==> config.mk <==
export PLATFORM = sky130hd
export DESIGN_NAME = eased_scale_pulse_animator_unit
export DESIGN_NICKNAME = d
export VERILOG_FILES = /design/src/design/espa_pkg.sv /design/src/design/espa_divider.sv /design/src/design/espa_serial_mul.sv /design/src/design/eased_scale_pulse_animator_unit.sv
export SDC_FILE = /design/constraint.sdc
export NUM_CORES = 1
export LEC_CHECK = 0
export BUFFER_PORTS_ARGS = -buffer_cell sky130_fd_sc_hd__buf_2
export CAP_MARGIN = 25
export CORE_MARGIN = 1
export CORE_UTILIZATION = 53
export DETAILED_ROUTE_END_ITERATION = 10
export MAX_ROUTING_LAYER = met4
export PLACE_DENSITY = 0.83
export SYNTH_ARGS = -nofsm -noshare
export SYNTH_HDL_FRONTEND = slang
export SYNTH_SLANG_ARGS = --single-unit
export TNS_END_PERCENT = 100
==> constraint.sdc <==
create_clock -name clk -period 6.3 [get_ports clk]
set_input_delay 1.575 -clock clk [delete_from_list [all_inputs] [get_ports clk]]
set_output_delay 1.575 -clock clk [all_outputs]
set_load 0.02 [all_outputs]
==> src/design/espa_pkg.sv <==
// Package for the eased scale pulse animator.
// Holds op codes, register indexes and fixed-point constants; no dependencies.
package espa_pkg;
  localparam logic [1:0] OP_TICK    = 2'd0;
  localparam logic [1:0] OP_TRIGGER = 2'd1;
  localparam logic [1:0] OP_CLEAR   = 2'd2;
  localparam logic [1:0] OP_UNUSED  = 2'd3;

  localparam logic [2:0] REG_INITIAL    = 3'd0;
  localparam logic [2:0] REG_STEP       = 3'd1;
  localparam logic [2:0] REG_MAXIMUM    = 3'd2;
  localparam logic [2:0] REG_HOLD       = 3'd3;
  localparam logic [2:0] REG_TRANSITION = 3'd4;

  localparam logic [15:0] ONE_Q12 = 16'd4096;
  localparam logic [16:0] ONE_P16 = 17'd65536;
endpackage

==> src/design/espa_divider.sv <==
// Restoring bit-serial divider for progress: floor(d * 65536 / t), d < t.
// One quotient bit per cycle; uses espa_pkg.
module espa_divider
  import espa_pkg::*;
(
  input  logic        clk,
  input  logic        rst,
  input  logic        start,
  input  logic [15:0] dividend,
  input  logic [15:0] divisor,
  output logic        busy,
  output logic [15:0] quotient
);
  logic [16:0] rem;
  logic [4:0]  count;
  logic [16:0] trial;

  always_comb begin
    trial = {rem[15:0], 1'b0} - {1'b0, divisor};
  end

  always_ff @(posedge clk) begin
    if (rst) begin
      busy  <= 1'b0;
      count <= '0;
    end else if (start) begin
      busy     <= 1'b1;
      count    <= 5'd16;
      rem      <= {1'b0, dividend};
      quotient <= '0;
    end else if (busy) begin
      if (!trial[16]) begin
        rem      <= trial;
        quotient <= {quotient[14:0], 1'b1};
      end else begin
        rem      <= {rem[15:0], 1'b0};
        quotient <= {quotient[14:0], 1'b0};
      end
      count <= count - 5'd1;
      if (count == 5'd1) busy <= 1'b0;
    end
  end
endmodule

==> src/design/espa_serial_mul.sv <==
// Shift-add multiplier, one multiplier bit per cycle, 34 x 17 unsigned.
// Product is 51 bits; uses espa_pkg.
module espa_serial_mul
  import espa_pkg::*;
(
  input  logic        clk,
  input  logic        rst,
  input  logic        start,
  input  logic [33:0] a,
  input  logic [16:0] b,
  output logic        busy,
  output logic [50:0] product
);
  logic [16:0] mplier;
  logic [50:0] mcand;
  logic [4:0]  count;

  always_ff @(posedge clk) begin
    if (rst) begin
      busy  <= 1'b0;
      count <= '0;
    end else if (start) begin
      busy    <= 1'b1;
      count   <= 5'd17;
      mplier  <= b;
      mcand   <= {17'd0, a};
      product <= '0;
    end else if (busy) begin
      if (mplier[0]) product <= product + mcand;
      mplier <= mplier >> 1;
      mcand  <= mcand << 1;
      count  <= count - 5'd1;
      if (count == 5'd1) busy <= 1'b0;
    end
  end
endmodule

==> src/design/eased_scale_pulse_animator_unit.sv <==
// Eased scale pulse animator, top level: handshake, sequencer, state.
// Instantiates espa_divider and espa_serial_mul; uses espa_pkg.
//
// One item is in work at a time. A clear, a trigger, an idle tick or an unused
// code passes through DECODE and OUT before its result is shown; a running tick
// also goes through the bit-serial divider (one quotient bit a cycle) when the
// progress is fractional, and through three passes of the shared shift-add
// multiplier for the square, the cube and the blend. The result is held on the
// output until it is transferred; the next item is taken after that.
module eased_scale_pulse_animator_unit
  import espa_pkg::*;
(
  input  logic        clk,
  input  logic        rst,
  input  logic        s_tvalid,
  output logic        s_tready,
  input  logic [39:0] s_tdata,   // op[1:0], now[33:2], zero fill
  output logic        m_tvalid,
  input  logic        m_tready,
  output logic [39:0] m_tdata,   // scale[15:0], target[31:16], is_active[32],
                                 // is_finished[33], zero fill
  input  logic        cfg_valid,
  output logic        cfg_ready,
  input  logic [2:0]  cfg_index,
  input  logic [15:0] cfg_data
);
  typedef enum logic [3:0] {
    IDLE, DECODE, DIV, DIV_WAIT, SQ, SQ_WAIT, CUBE, CUBE_WAIT, BLEND, BLEND_WAIT, OUT
  } state_t;

  state_t state;
  logic [15:0] initial_scale, scale_step, maximum_scale, hold_time, transition_time;
  logic        running, done;
  logic [15:0] current_scale, target_scale, start_scale;
  logic [31:0] start_time, decay_time;
  logic [1:0]  op;
  logic [31:0] now;
  logic [16:0] prog;
  logic        upper;
  logic [16:0] base;
  logic [16:0] ease;
  logic [33:0] sq;
  logic        neg;

  logic        div_start, div_busy, mul_start, mul_busy;
  logic [15:0] div_q;
  logic [33:0] mul_a;
  logic [16:0] mul_b;
  logic [50:0] mul_p;

  logic [31:0] d_elapsed, d_decay;
  logic [15:0] eff_max;
  logic [16:0] goal_wide;
  logic [15:0] goal;
  logic [16:0] diff_abs;

  assign cfg_ready = 1'b1;
  assign s_tready  = (state == IDLE) && !m_tvalid;
  assign m_tdata   = {6'd0, done, running, target_scale, current_scale};

  assign d_elapsed = now - start_time;
  assign d_decay   = now - decay_time;
  assign eff_max   = (maximum_scale < ONE_Q12) ? ONE_Q12 : maximum_scale;
  assign diff_abs  = (target_scale >= start_scale) ?
                     {1'b0, target_scale - start_scale} : {1'b0, start_scale - target_scale};

  always_comb begin
    if (target_scale <= ONE_Q12 || !running) goal_wide = {1'b0, initial_scale};
    else goal_wide = {1'b0, target_scale} + {1'b0, scale_step};
    if (goal_wide > {1'b0, eff_max}) goal = eff_max;
    else if (goal_wide < {1'b0, ONE_Q12}) goal = ONE_Q12;
    else goal = goal_wide[15:0];
  end

  assign div_start = (state == DIV);
  assign mul_start = (state == SQ) || (state == CUBE) || (state == BLEND);

  always_comb begin
    unique case (state)
      SQ:      begin mul_a = {17'd0, base};     mul_b = base; end
      CUBE:    begin mul_a = sq;                mul_b = base; end
      BLEND:   begin mul_a = {17'd0, diff_abs}; mul_b = ease; end
      default: begin mul_a = '0;                mul_b = '0;   end
    endcase
  end

  espa_divider u_div (
    .clk(clk), .rst(rst), .start(div_start),
    .dividend(d_elapsed[15:0]), .divisor(transition_time),
    .busy(div_busy), .quotient(div_q)
  );

  espa_serial_mul u_mul (
    .clk(clk), .rst(rst), .start(mul_start), .a(mul_a), .b(mul_b),
    .busy(mul_busy), .product(mul_p)
  );

  logic [33:0] blend_acc;
  always_comb begin
    if (neg) blend_acc = {2'd0, start_scale, 16'h8000} - mul_p[33:0];
    else     blend_acc = {2'd0, start_scale, 16'h8000} + mul_p[33:0];
  end

  always_ff @(posedge clk) begin
    if (rst) begin
      state           <= IDLE;
      m_tvalid        <= 1'b0;
      initial_scale   <= 16'd6144;
      scale_step      <= 16'd2048;
      maximum_scale   <= 16'd12288;
      hold_time       <= 16'd500;
      transition_time <= 16'd150;
      running         <= 1'b0;
      done            <= 1'b0;
      current_scale   <= ONE_Q12;
      target_scale    <= ONE_Q12;
      start_scale     <= ONE_Q12;
      start_time      <= '0;
      decay_time      <= '0;
    end else begin
      if (cfg_valid) begin
        case (cfg_index)
          REG_INITIAL:    initial_scale   <= cfg_data;
          REG_STEP:       scale_step      <= cfg_data;
          REG_MAXIMUM:    maximum_scale   <= cfg_data;
          REG_HOLD:       hold_time       <= cfg_data;
          REG_TRANSITION: transition_time <= cfg_data;
          default: ;
        endcase
      end
      if (m_tvalid && m_tready) m_tvalid <= 1'b0;
      unique case (state)
        IDLE: if (s_tvalid && s_tready) begin
          op    <= s_tdata[1:0];
          now   <= s_tdata[33:2];
          state <= DECODE;
        end
        DECODE: begin
          if (op == OP_TRIGGER) begin
            if (!running) begin
              running       <= 1'b1;
              done          <= 1'b0;
              current_scale <= ONE_Q12;
              start_scale   <= ONE_Q12;
            end else begin
              start_scale <= current_scale;
            end
            target_scale <= goal;
            start_time   <= now;
            decay_time   <= now + {16'd0, hold_time};
            state        <= OUT;
          end else if (op == OP_CLEAR) begin
            current_scale <= ONE_Q12;
            target_scale  <= ONE_Q12;
            start_scale   <= ONE_Q12;
            running       <= 1'b0;
            done          <= 1'b0;
            state         <= OUT;
          end else if (op == OP_TICK && running) begin
            if (!d_decay[31] && target_scale != ONE_Q12) begin
              start_scale  <= current_scale;
              target_scale <= ONE_Q12;
              start_time   <= now;
              prog         <= (transition_time == 16'd0) ? ONE_P16 : 17'd0;
              state        <= SQ;
            end else if (transition_time == 16'd0) begin
              prog  <= ONE_P16;
              state <= SQ;
            end else if (d_elapsed[31] || d_elapsed == 32'd0) begin
              prog  <= 17'd0;
              state <= SQ;
            end else if (d_elapsed >= {16'd0, transition_time}) begin
              prog  <= ONE_P16;
              state <= SQ;
            end else begin
              state <= DIV;
            end
          end else begin
            state <= OUT;
          end
        end
        DIV: state <= DIV_WAIT;
        DIV_WAIT: if (!div_busy) begin
          prog  <= {1'b0, div_q};
          state <= SQ;
        end
        SQ: state <= SQ_WAIT;
        SQ_WAIT: if (!mul_busy) begin
          sq    <= mul_p[33:0];
          state <= CUBE;
        end
        CUBE: state <= CUBE_WAIT;
        CUBE_WAIT: if (!mul_busy) begin
          if (upper) ease <= ONE_P16 - {1'b0, mul_p[48:33]};
          else       ease <= {2'd0, mul_p[44:30]};
          neg   <= target_scale < start_scale;
          state <= BLEND;
        end
        BLEND: state <= BLEND_WAIT;
        BLEND_WAIT: if (!mul_busy) begin
          current_scale <= blend_acc[31:16];
          if (prog == ONE_P16 && target_scale == ONE_Q12) begin
            running <= 1'b0;
            done    <= 1'b1;
          end
          state <= OUT;
        end
        OUT: begin
          m_tvalid <= 1'b1;
          state    <= IDLE;
        end
        default: state <= IDLE;
      endcase
    end
  end

  // Cube p^3 (scaled 2^-30) below one half, else s^3 with s = 2(1-p) (scaled 2^-33).
  always_comb begin
    upper = prog >= 17'd32768;
    base  = upper ? ((ONE_P16 - prog) << 1) : prog;
  end
endmodule
# After elaboration in Yosys (flattened, before gate mapping)
# Index checks and enable logic that the tools add are counted.
dict set report word_totals {
  regBits 465
  in_bits 64
  out_inout_bits 43
  elab_cells 224
}
dict set report classes {
  addsub 14
  magnitude_cmp 8
  eq_ne 34
  muxes 83
  bitwise_logic 2
  n_reduce_logical 50
}
# operator count
set op_table {}
lappend op_table {{$mux 16} 20}
lappend op_table {{$mux 17} 13}
lappend op_table {{$mux 32} 5}
lappend op_table {{$mux 51} 3}
lappend op_table {{$pmux 34 s3} 1}
lappend op_table {{$sub 32x32->32} 3}
lappend op_table {{$pmux 17 s2} 2}
lappend op_table {{$add 51x51->51} 1}
lappend op_table {{$pmux 4 s10} 1}
lappend op_table {{$mux 34} 1}
lappend op_table {{$add 32x16->32} 1}
lappend op_table {{$add 32x32->32} 1}
lappend op_table {{$ge 32x16->1} 1}
lappend op_table {{$logic_not 32->1} 1}
lappend op_table {{$mux 4} 8}
lappend op_table {{$pmux 16 s2} 1}
lappend op_table {{$sub 16x16->16} 2}
lappend op_table {{$mux 5} 4}
lappend op_table {{$ne 2x2->1 const B} 9}
lappend op_table {{$reduce_and 3->1} 6}
lappend op_table {{$add 16x16->17} 1}
lappend op_table {{$eq 17x17->1 const B} 1}
lappend op_table {{$ge 17x16->1 const B} 1}
lappend op_table {{$gt 17x16->1} 1}
lappend op_table {{other kinds (43)} 103}

# Depth between registers and ports, before layout
# Gate-level depths: netlist (run 1).
dict set report logic_depth {
  depth_word 10
  ltp_mapped 21
  ltp_nobuf 19
}

# Cells and area by module
# Synthesis (run 1) repeated with hierarchy kept, for this count alone.
dict set report hier_totals {
  hier_cells 3533
  area_unflattened_um2 31571.5
}
# mod n_inst cells_each area_each_um2 seq_area_each_um2
set modules_own_cells {}
lappend modules_own_cells {eased_scale_pulse_animator_unit 1 2525 21144.0 7076.8}
lappend modules_own_cells {espa_serial_mul 1 761 7958.9 3693.5}
lappend modules_own_cells {espa_divider 1 247 2468.6 1081.0}

# Worst setup path after synthesis (run 1)
# No wires, ideal clock.
dict set report synth_timing {
  path_kind {input to register}
  from {input rst}
  to {register u_mul.product[0], enable pin}
  setup_ns 0.410
  arrival_ns 6.156
  t_required_ns 5.890
  setup_slack_ns -0.266
  stages 4
  n_path_buf 2
  cell_sequence {clkbuf_1 > clkbuf_1 > nor2_1 > o21a_1}
}
dict set report synth_via {
  elab_chain_cells 2
}
# element line_no
set synth_rtl {}
lappend synth_rtl {{from (decl)} eased_scale_pulse_animator_unit.sv:14} ;# input logic rst,
lappend synth_rtl {{$not 1->1 (no source line)} n/a}
lappend synth_rtl {{$reduce_and 3->1 (no source line)} n/a}
lappend synth_rtl {{to (signal assigned)} espa_serial_mul.sv:29} ;# if (mplier[0]) product <= product + mcand;
lappend synth_rtl {{to (decl)} espa_serial_mul.sv:12} ;# output logic [50:0] product
# Every way passes these cells.
# A chain may end at the register's enable or synchronous reset.

# Worst setup path after layout (run 1)
dict set report layout_timing {
  from {register target_scale[0]}
  to {register target_scale[12]}
}
dict set report layout_via {
  elab_chain_cells 7
  elab_cells_between_ends 13
  classes_between {add/sub (1); order compare (3); eq/ne (1); mux (4); reduce/logical (4)}
}
# element line_no
set layout_rtl {}
lappend layout_rtl {{from (decl)} eased_scale_pulse_animator_unit.sv:34} ;# logic [15:0] current_scale, target_scale, start_scale;
lappend layout_rtl {{from (signal assigned)} eased_scale_pulse_animator_unit.sv:148} ;# target_scale <= goal;
lappend layout_rtl {{$le 16x13->1} eased_scale_pulse_animator_unit.sv:68} ;# if (target_scale <= ONE_Q12 || !running) goal_wide = {1'b0, initial_scale};
lappend layout_rtl {{$logic_or 1x1->1} eased_scale_pulse_animator_unit.sv:68}
lappend layout_rtl {{$mux 17} eased_scale_pulse_animator_unit.sv:68}
lappend layout_rtl {{$lt 17x13->1} eased_scale_pulse_animator_unit.sv:71} ;# else if (goal_wide < {1'b0, ONE_Q12}) goal = ONE_Q12;
lappend layout_rtl {{$mux 16} eased_scale_pulse_animator_unit.sv:71}
lappend layout_rtl {{$mux 16} eased_scale_pulse_animator_unit.sv:70} ;# if (goal_wide > {1'b0, eff_max}) goal = eff_max;
lappend layout_rtl {{$mux 16} eased_scale_pulse_animator_unit.sv:139} ;# if (op == OP_TRIGGER) begin
# Parallel ways exist; a longest one is shown, timed or not.

==> flow_summary.ini, run 1 <==
[floorplanning]
std_cell_rows = 87
core_area_um2 = 56500
die-area_um2 = 58100
die_height_um = 241
fp.dieW_um = 241
pin_count = 107
start_util_pct = 53.6

[routing]
drtIter0Drc = 2535
wl_per_cell_um = 19.0
routed_wl_um = 80700
drc = 0
vias = 26200
post_drt_via_cell_ratio = 6.18
drt_pre_antenna_iters = 5
ant_nets = 0

[setup_path]
cp.required_ns = 6.80
worstPathArrival_ns = 5.91
crit-reg2reg-launch = target_scale[0]$_SDFFE_PP0P_
endpoint_kind = register
criticalPathCategory = register to register
crit_end = target_scale[12]$_SDFFE_PP1P_
cp_max_fo = 13
critPathLaunch = target_scale[0]$_SDFFE_PP0P_
r2r_setup_slack_ns = 0.89
reg2reg_depth = 16
r2r-end = target_scale[12]$_SDFFE_PP1P_
cp-start-kind = register

[logic_synthesis]
yosys.cell_types.count = 84
ys_ff_latch = 461
synth-compound-area-share_pct = 20.8
synth_top_family_by_area = compound AO/OA/AOI/OAI gates
synth_cells = 3425
syn_avg_cell_area_um2 = 8.85
yosysWarnings = 0
yosys-top-cells-area = edfxtp_1 25%, dfxtp_1 14%, ha_1 11%
synth_adder_area_share_pct = 11.3
synth-edff-count = 250
synth.cell_area_um2 = 30300
synth_top_area_share_pct = 24.8
synth_area_leader_cell = edfxtp_1
synthSimpleGateAreaFrac_pct = 17.7
synthArstFlopShare_pct = 0
ys.flop_type = edfxtp_1
seq_area_frac_synth_pct = 38.7
synthMuxAreaShare_pct = 1.74
synth-xor-area-share_pct = 4.71

[global_routing]
grt_start_max_net_pins = 67
grt_pass1_wl_um = 129000
grt.overflow.total = 0
grt_pass1_vias = 24600
gr-usage-all-layers_pct = 28.5
antenna_found_initial = 0

[cts]
cts-buffers-inserted = 49
path_clk_slew_ns = 0.07
ctsResizeCount = 0
tritoncts = done
ctsHoldBuffers = 0
cts_num_sinks = 461
root_buffer = clkbuf_16
cts_htree_levels = 2
clockBufferDepth = 3
insertion_delay_ns = 0.61
cts_setup_buffers = 0

[timing]
setup-violations-final = 0
setup_tns_ns = 0
min_period_ns = 5.41
rsz0062_at_grt = false
worst_slew_pin_slew_ns = 1.10
relSlewSlack_pct = 26.1
whs_ns = 0.450
fin_crit_sh_pct = 85.9
drv_slew = 0
max_freq_mhz = 185
report.final.hold_viol_count = 0
skew_ns = 0.0246

[power_and_ir_drop]
powerDensity_nw_per_um2 = 281
max-vdd-ir-drop_uv = 230
p_leak_nw = 12.9
finalPower_mw = 9.29

[job]
drv_cap = 0

[placed_design]
dp_hpwl_um = 57000
placed_area_um2 = 31400
gp_congestion = 0.967
portBuffers = 93

[cells_and_area]
fin_area_um2 = 33100
n_fill_cell = 4787
diodes = 0
drive_gt1_share_pct = 8.02
syn_to_final_growth_pct = 9.22
nNetsFinal = 3770

[status]
status = finished clean

[worst_hold_path]
hp-class = register to register
## layout by cell type (no fill, tap or decap), drive strengths merged, types with 97 or more instances in the layout
| cell type | synthesis | routed |
|---|---|---|
| nor2 | 238 | 238 |
| nor3 | 105 | 105 |
| nand2 | 351 | 351 |
| ha | 259 | 259 |
| buf | 21 | 131 |
| inv | 224 | 228 |
| a21oi | 321 | 321 |
| nand3 | 104 | 104 |
| xnor2 | 97 | 97 |
| edfxtp | 250 | 250 |
| o21ai | 182 | 182 |
| dfxtp | 211 | 211 |
## logic make-up after synthesis
group,Yosys count
other,2
buffers and inverters,398
multiplexers,52
XOR/XNOR,163
AND/OR/NAND/NOR,1115
adder cells (fa/ha/maj),268
AO/OA/AOI/OAI,966
flip-flops,461
## sequential cells by signal (all words and copies together) (netlist names), 17 cells and up
signal	cells
sq	34
u_mul.mplier	17
decay_time	32
now	32
u_mul.mcand	49
ease	17
u_mul.product	49
start_time	32
prog	17
## report_power, final
part,total (mW),internal [mW],switching (mW)
logic,2.48,0.937,1.54
registers,3.78,3.55,0.232
clock network,3.03,1.74,1.29
total,9.29,6.23,3.06
## worst min-delay path by stage
stage / from / end / cells after the start / slack (ns)
5_1_grt: decay_time[7]$_SDFFE_PP0P_ / decay_time[7]$_SDFFE_PP0P_ / 2 / 0.47
3_5_place_dp: decay_time[5]$_SDFFE_PP0P_ / decay_time[5]$_SDFFE_PP0P_ / 2 / 0.44
6_report: decay_time[14]$_SDFFE_PP0P_ / decay_time[14]$_SDFFE_PP0P_ / 2 / 0.45
2_1_floorplan: maximum_scale[0]$_SDFFE_PP0P_ / maximum_scale[0]$_SDFFE_PP0P_ / 2 / 0.43
4_1_cts: decay_time[8]$_SDFFE_PP0P_ / decay_time[8]$_SDFFE_PP0P_ / 2 / 0.45
3_3_place_gp: decay_time[0]$_SDFFE_PP0P_ / decay_time[0]$_SDFFE_PP0P_ / 2 / 0.44
## metal layers
metal	global-route usage, %	routed length [um]	up-vias
li1	-	-	12500
met1	36.9	34200	12400
met2	44.6	36500	1104
met3	4.04	6470	214
met4	11.8	3480	0
met5	-	0	-
## area by class of cell
type | count | area, um2 | area share (%)
Clock inverter | 22 | 234 | 0.707
Inverter | 224 | 841 | 2.54
Clock buffer | 70 | 1450 | 4.38
Multi-Input combinational cell | 2571 | 17100 | 51.8
Sequential cell | 461 | 11700 | 35.4
Tap cell | 756 | 946 | 2.86
Timing Repair Buffer | 131 | 761 | 2.30
## worst max-delay path, stage by stage (launching register included)
cell and delay, ns:
dfxtp_1 0.41, ha_1 0.29, fa_1 0.41, a21o_1 0.20, a21o_1 0.24, a2111oi_4 0.44
nand3b_1 0.27, a31oi_1 0.17, or4b_1 0.51, nand3_2 0.12, ha_1 0.26, a2111oi_0 0.43
nand3_1 0.12, a31oi_1 0.23, o32ai_2 0.21, or4b_4 0.70, o221a_2 0.29
## through the flow
step / util, % / std cells / setup WS [ns]
2_1_floorplan: - / 3430 / 0.467
3_3_place_gp: 55.5 / 4139 / 1.05
3_5_place_dp: 55.6 / 4141 / 0.968
4_1_cts: 58.6 / 4233 / 0.963
5_1_grt: 58.6 / 4235 / 0.616
6_report: 58.6 / 4235 / 0.889
## synth_stat cells (23+ instances only)
library cell	count
a211oi_1	42
a21o_1	96
a21oi_1	321
a22o_1	25
a22oi_1	23
a31oi_1	26
and2_1	26
and3_1	35
clkbuf_1	153
dfxtp_1	211
edfxtp_1	250
ha_1	259
inv_1	224
mux2i_1	47
nand2_1	351
nand2b_1	32
nand3_1	103
nand4_1	55
nor2_1	238
nor2b_1	51
nor3_1	105
nor4_1	28
o211ai_1	29
o21a_1	29
o21ai_0	182
or3_1	25
xnor2_1	97
xor2_1	66
Note: power is estimated with default switching activity, not from simulation.
==> run 2: changes to the inputs <==
- ABC_AREA: unset -> 1
- PLACE_DENSITY: 0.83 -> 0.8
- RECOVER_POWER: unset -> 25
- clock period: 6.3 -> 6.08 ns (I/O delays scaled with it)
==> flow_summary.ini, run 2 <==
[placed_design]
dp_hpwl_um = 64400
gp_congestion = 0.997
portBuffers = 93
placed_area_um2 = 32600
placed_cells = 4975

[cells_and_area]
layout.cells.non_filler = 5072
syn_to_final_growth_pct = 9.07
fin_area_um2 = 34300
drive_gt1_share_pct = 7.01
reg_top3 = u_mul.mcand x49, u_mul.product x49, sq x34
nNetsFinal = 4598
final_cell_mix = 850 x nand2_1, 613 x inv_1, 429 x a21oi_1
diodes = 0
layout_commonest_cell = nand2_1

[floorplanning]
die_height_um = 246
fp.dieW_um = 246
start_util_pct = 54.1
die-area_um2 = 60300
std_cell_rows = 88
core_area_um2 = 58100
pin_count = 107

[timing]
relSlewSlack_pct = -64.4
skew_ns = 0.0273
rsz0062_at_grt = false
min_period_ns = 5.20
report.final.hold_viol_count = 0
drv_slew = 193
worst_slew_pin_slew_ns = 2.47
setup-violations-final = 0
setup_tns_ns = 0
max_freq_mhz = 192
fin_crit_sh_pct = 85.5

[routing]
wl_per_cell_um = 17.0
drtIter0Drc = 2280
ant_nets = 0
drt_pre_antenna_iters = 6
drc = 0
routed_wl_um = 86200
post_drt_via_cell_ratio = 5.63
vias = 28600

[setup_path]
endpoint_kind = register
cpPeakStageDelay_ns = 1.79
criticalPathCategory = input pin to register
cp.required_ns = 6.27
crit_top_cell = clkbuf_1
crit_buf_inv = 3
path_cells = clkbuf_1 > clkbuf_1 > clkbuf_1 > nor2_4
cp_slowest_cell = clkbuf_1
cp-start-kind = input pin
crit_family = buffers and inverters
cp_max_fo = 44
worstPathArrival_ns = 5.39

[power_and_ir_drop]
powerDensity_nw_per_um2 = 422
p_leak_nw = 15.6
max-vdd-ir-drop_uv = 372

[cts]
cts_num_sinks = 461
path_clk_slew_ns = 0.06
ctsResizeCount = 0
root_buffer = clkbuf_16
ctsHoldBuffers = 0
cts-buffers-inserted = 51
tritoncts = done
cts_htree_levels = 2
insertion_delay_ns = 0.62
cts_setup_buffers = 0
clockBufferDepth = 3

[logic_synthesis]
ys.flop_type = edfxtp_1
ys_ff_latch = 461
yosys-top-cells-area = edfxtp_1 24%, dfxtp_1 13%, ha_1 10%
syn_avg_cell_area_um2 = 7.47
yosys.cell_types.count = 71
synth.cell_area_um2 = 31400
synth-edff-count = 250
yosysWarnings = 0
synthArstFlopShare_pct = 0
synth_cells = 4208
yosysMostFrequentCell = nand2_1
synth_common_cells = 850 x nand2_1, 615 x inv_1, 430 x a21oi_1
seq_area_frac_synth_pct = 37.3
synth_top_area_share_pct = 23.9
synth_area_leader_cell = edfxtp_1

[global_routing]
grt.overflow.total = 0
gr-usage-all-layers_pct = 29.0
antenna_found_initial = 0
grt_pass1_wl_um = 137000
grt_pass1_vias = 26600
grt_start_max_net_pins = 107

[status]
status = finished with violations
violations = max-capacitance violations, max-slew violations

[job]
drv_cap = 5

[worst_hold_path]
hp-class = register to register
## run 2: changes by cell type in the layout (fill, tap and decap cells not counted), moves of 65 or more
cell / change
nand2_1: +500
nor2_1: +171
o21ai_0: +146
inv_1: +389
a21oi_1: +108
nand3_1: +67
xnor2_1: -65
a21o_1: -85
## run 2: final timing paths
path | from | endpoint | slack, ns | cells after the start
worst max-delay path | rst | now[22]$_DFFE_PP_ | 0.88 | 4
worst min-delay path | initial_scale[11]$_SDFFE_PP1P_ | initial_scale[11]$_SDFFE_PP1P_ | 0.46 | 2
worst max register to register | state[1]$_SDFFE_PP0P_ | u_div.quotient[14]$_SDFFCE_PP0P_ | 1.20 | 9
worst min register to register | initial_scale[11]$_SDFFE_PP1P_ | initial_scale[11]$_SDFFE_PP1P_ | 0.46 | 2
## run 2: area by class of cell
cell class | count | area [um2]
fillers | 5262 | 23900
multi-input cells | 2989 | 16800
flip-flops and latches | 461 | 11700
inverters | 645 | 2430
clock buffers | 68 | 1430
well taps | 765 | 957
repair buffers | 118 | 633
clock inverters | 26 | 297
## run 2: stage by stage
stage,power [mW],util [%],hold slack (ns),setup WS (ns)
2_1_floorplan,9.43,-,0.429,0.316
3_3_place_gp,11.0,56.0,0.438,1.65
3_5_place_dp,11.1,56.0,0.447,1.58
4_1_cts,14.4,59.0,0.462,1.55
5_1_grt,15.4,59.0,0.478,0.723
6_report,14.5,59.0,0.457,0.884
## run 2: worst register-to-register path: stages (launching register included)
cell	delay, ns
dfxtp_1	0.31
clkbuf_1	0.84
inv_1	0.27
nor2_1	0.24
inv_1	0.11
nor2_2	0.09
clkbuf_1	1.39
inv_1	0.49
a21oi_4	0.60
buf_16	0.24
## run 2: cells by family after synthesis
| family | share of synthesized area (%) |
|---|---|
| flip-flops | 37.3 |
| multiplexers | 0.163 |
| other | 0.0239 |
| AO/OA/AOI/OAI | 18.3 |
| XOR/XNOR | 2.39 |
| buffers and inverters | 9.41 |
| adder cells (fa/ha/maj) | 10.9 |
| AND/OR/NAND/NOR | 21.5 |
## run 2: metal layers
metal  vias to the layer above  GRT usage (%)  share of wire, %
met2                      1078           46.4                46
met3                       216           3.13               7.2
met1                     13100           36.8                43
li1                      14200              -                 -
met5                         -              -                 0
met4                         0           13.6               4.7
## run 2: report_power, final
part	internal, mW	leakage (nW)	switching (mW)
sequential	4.07	3.99	0.479
clock	1.88	0.846	1.34
combinational	2.24	10.8	4.46
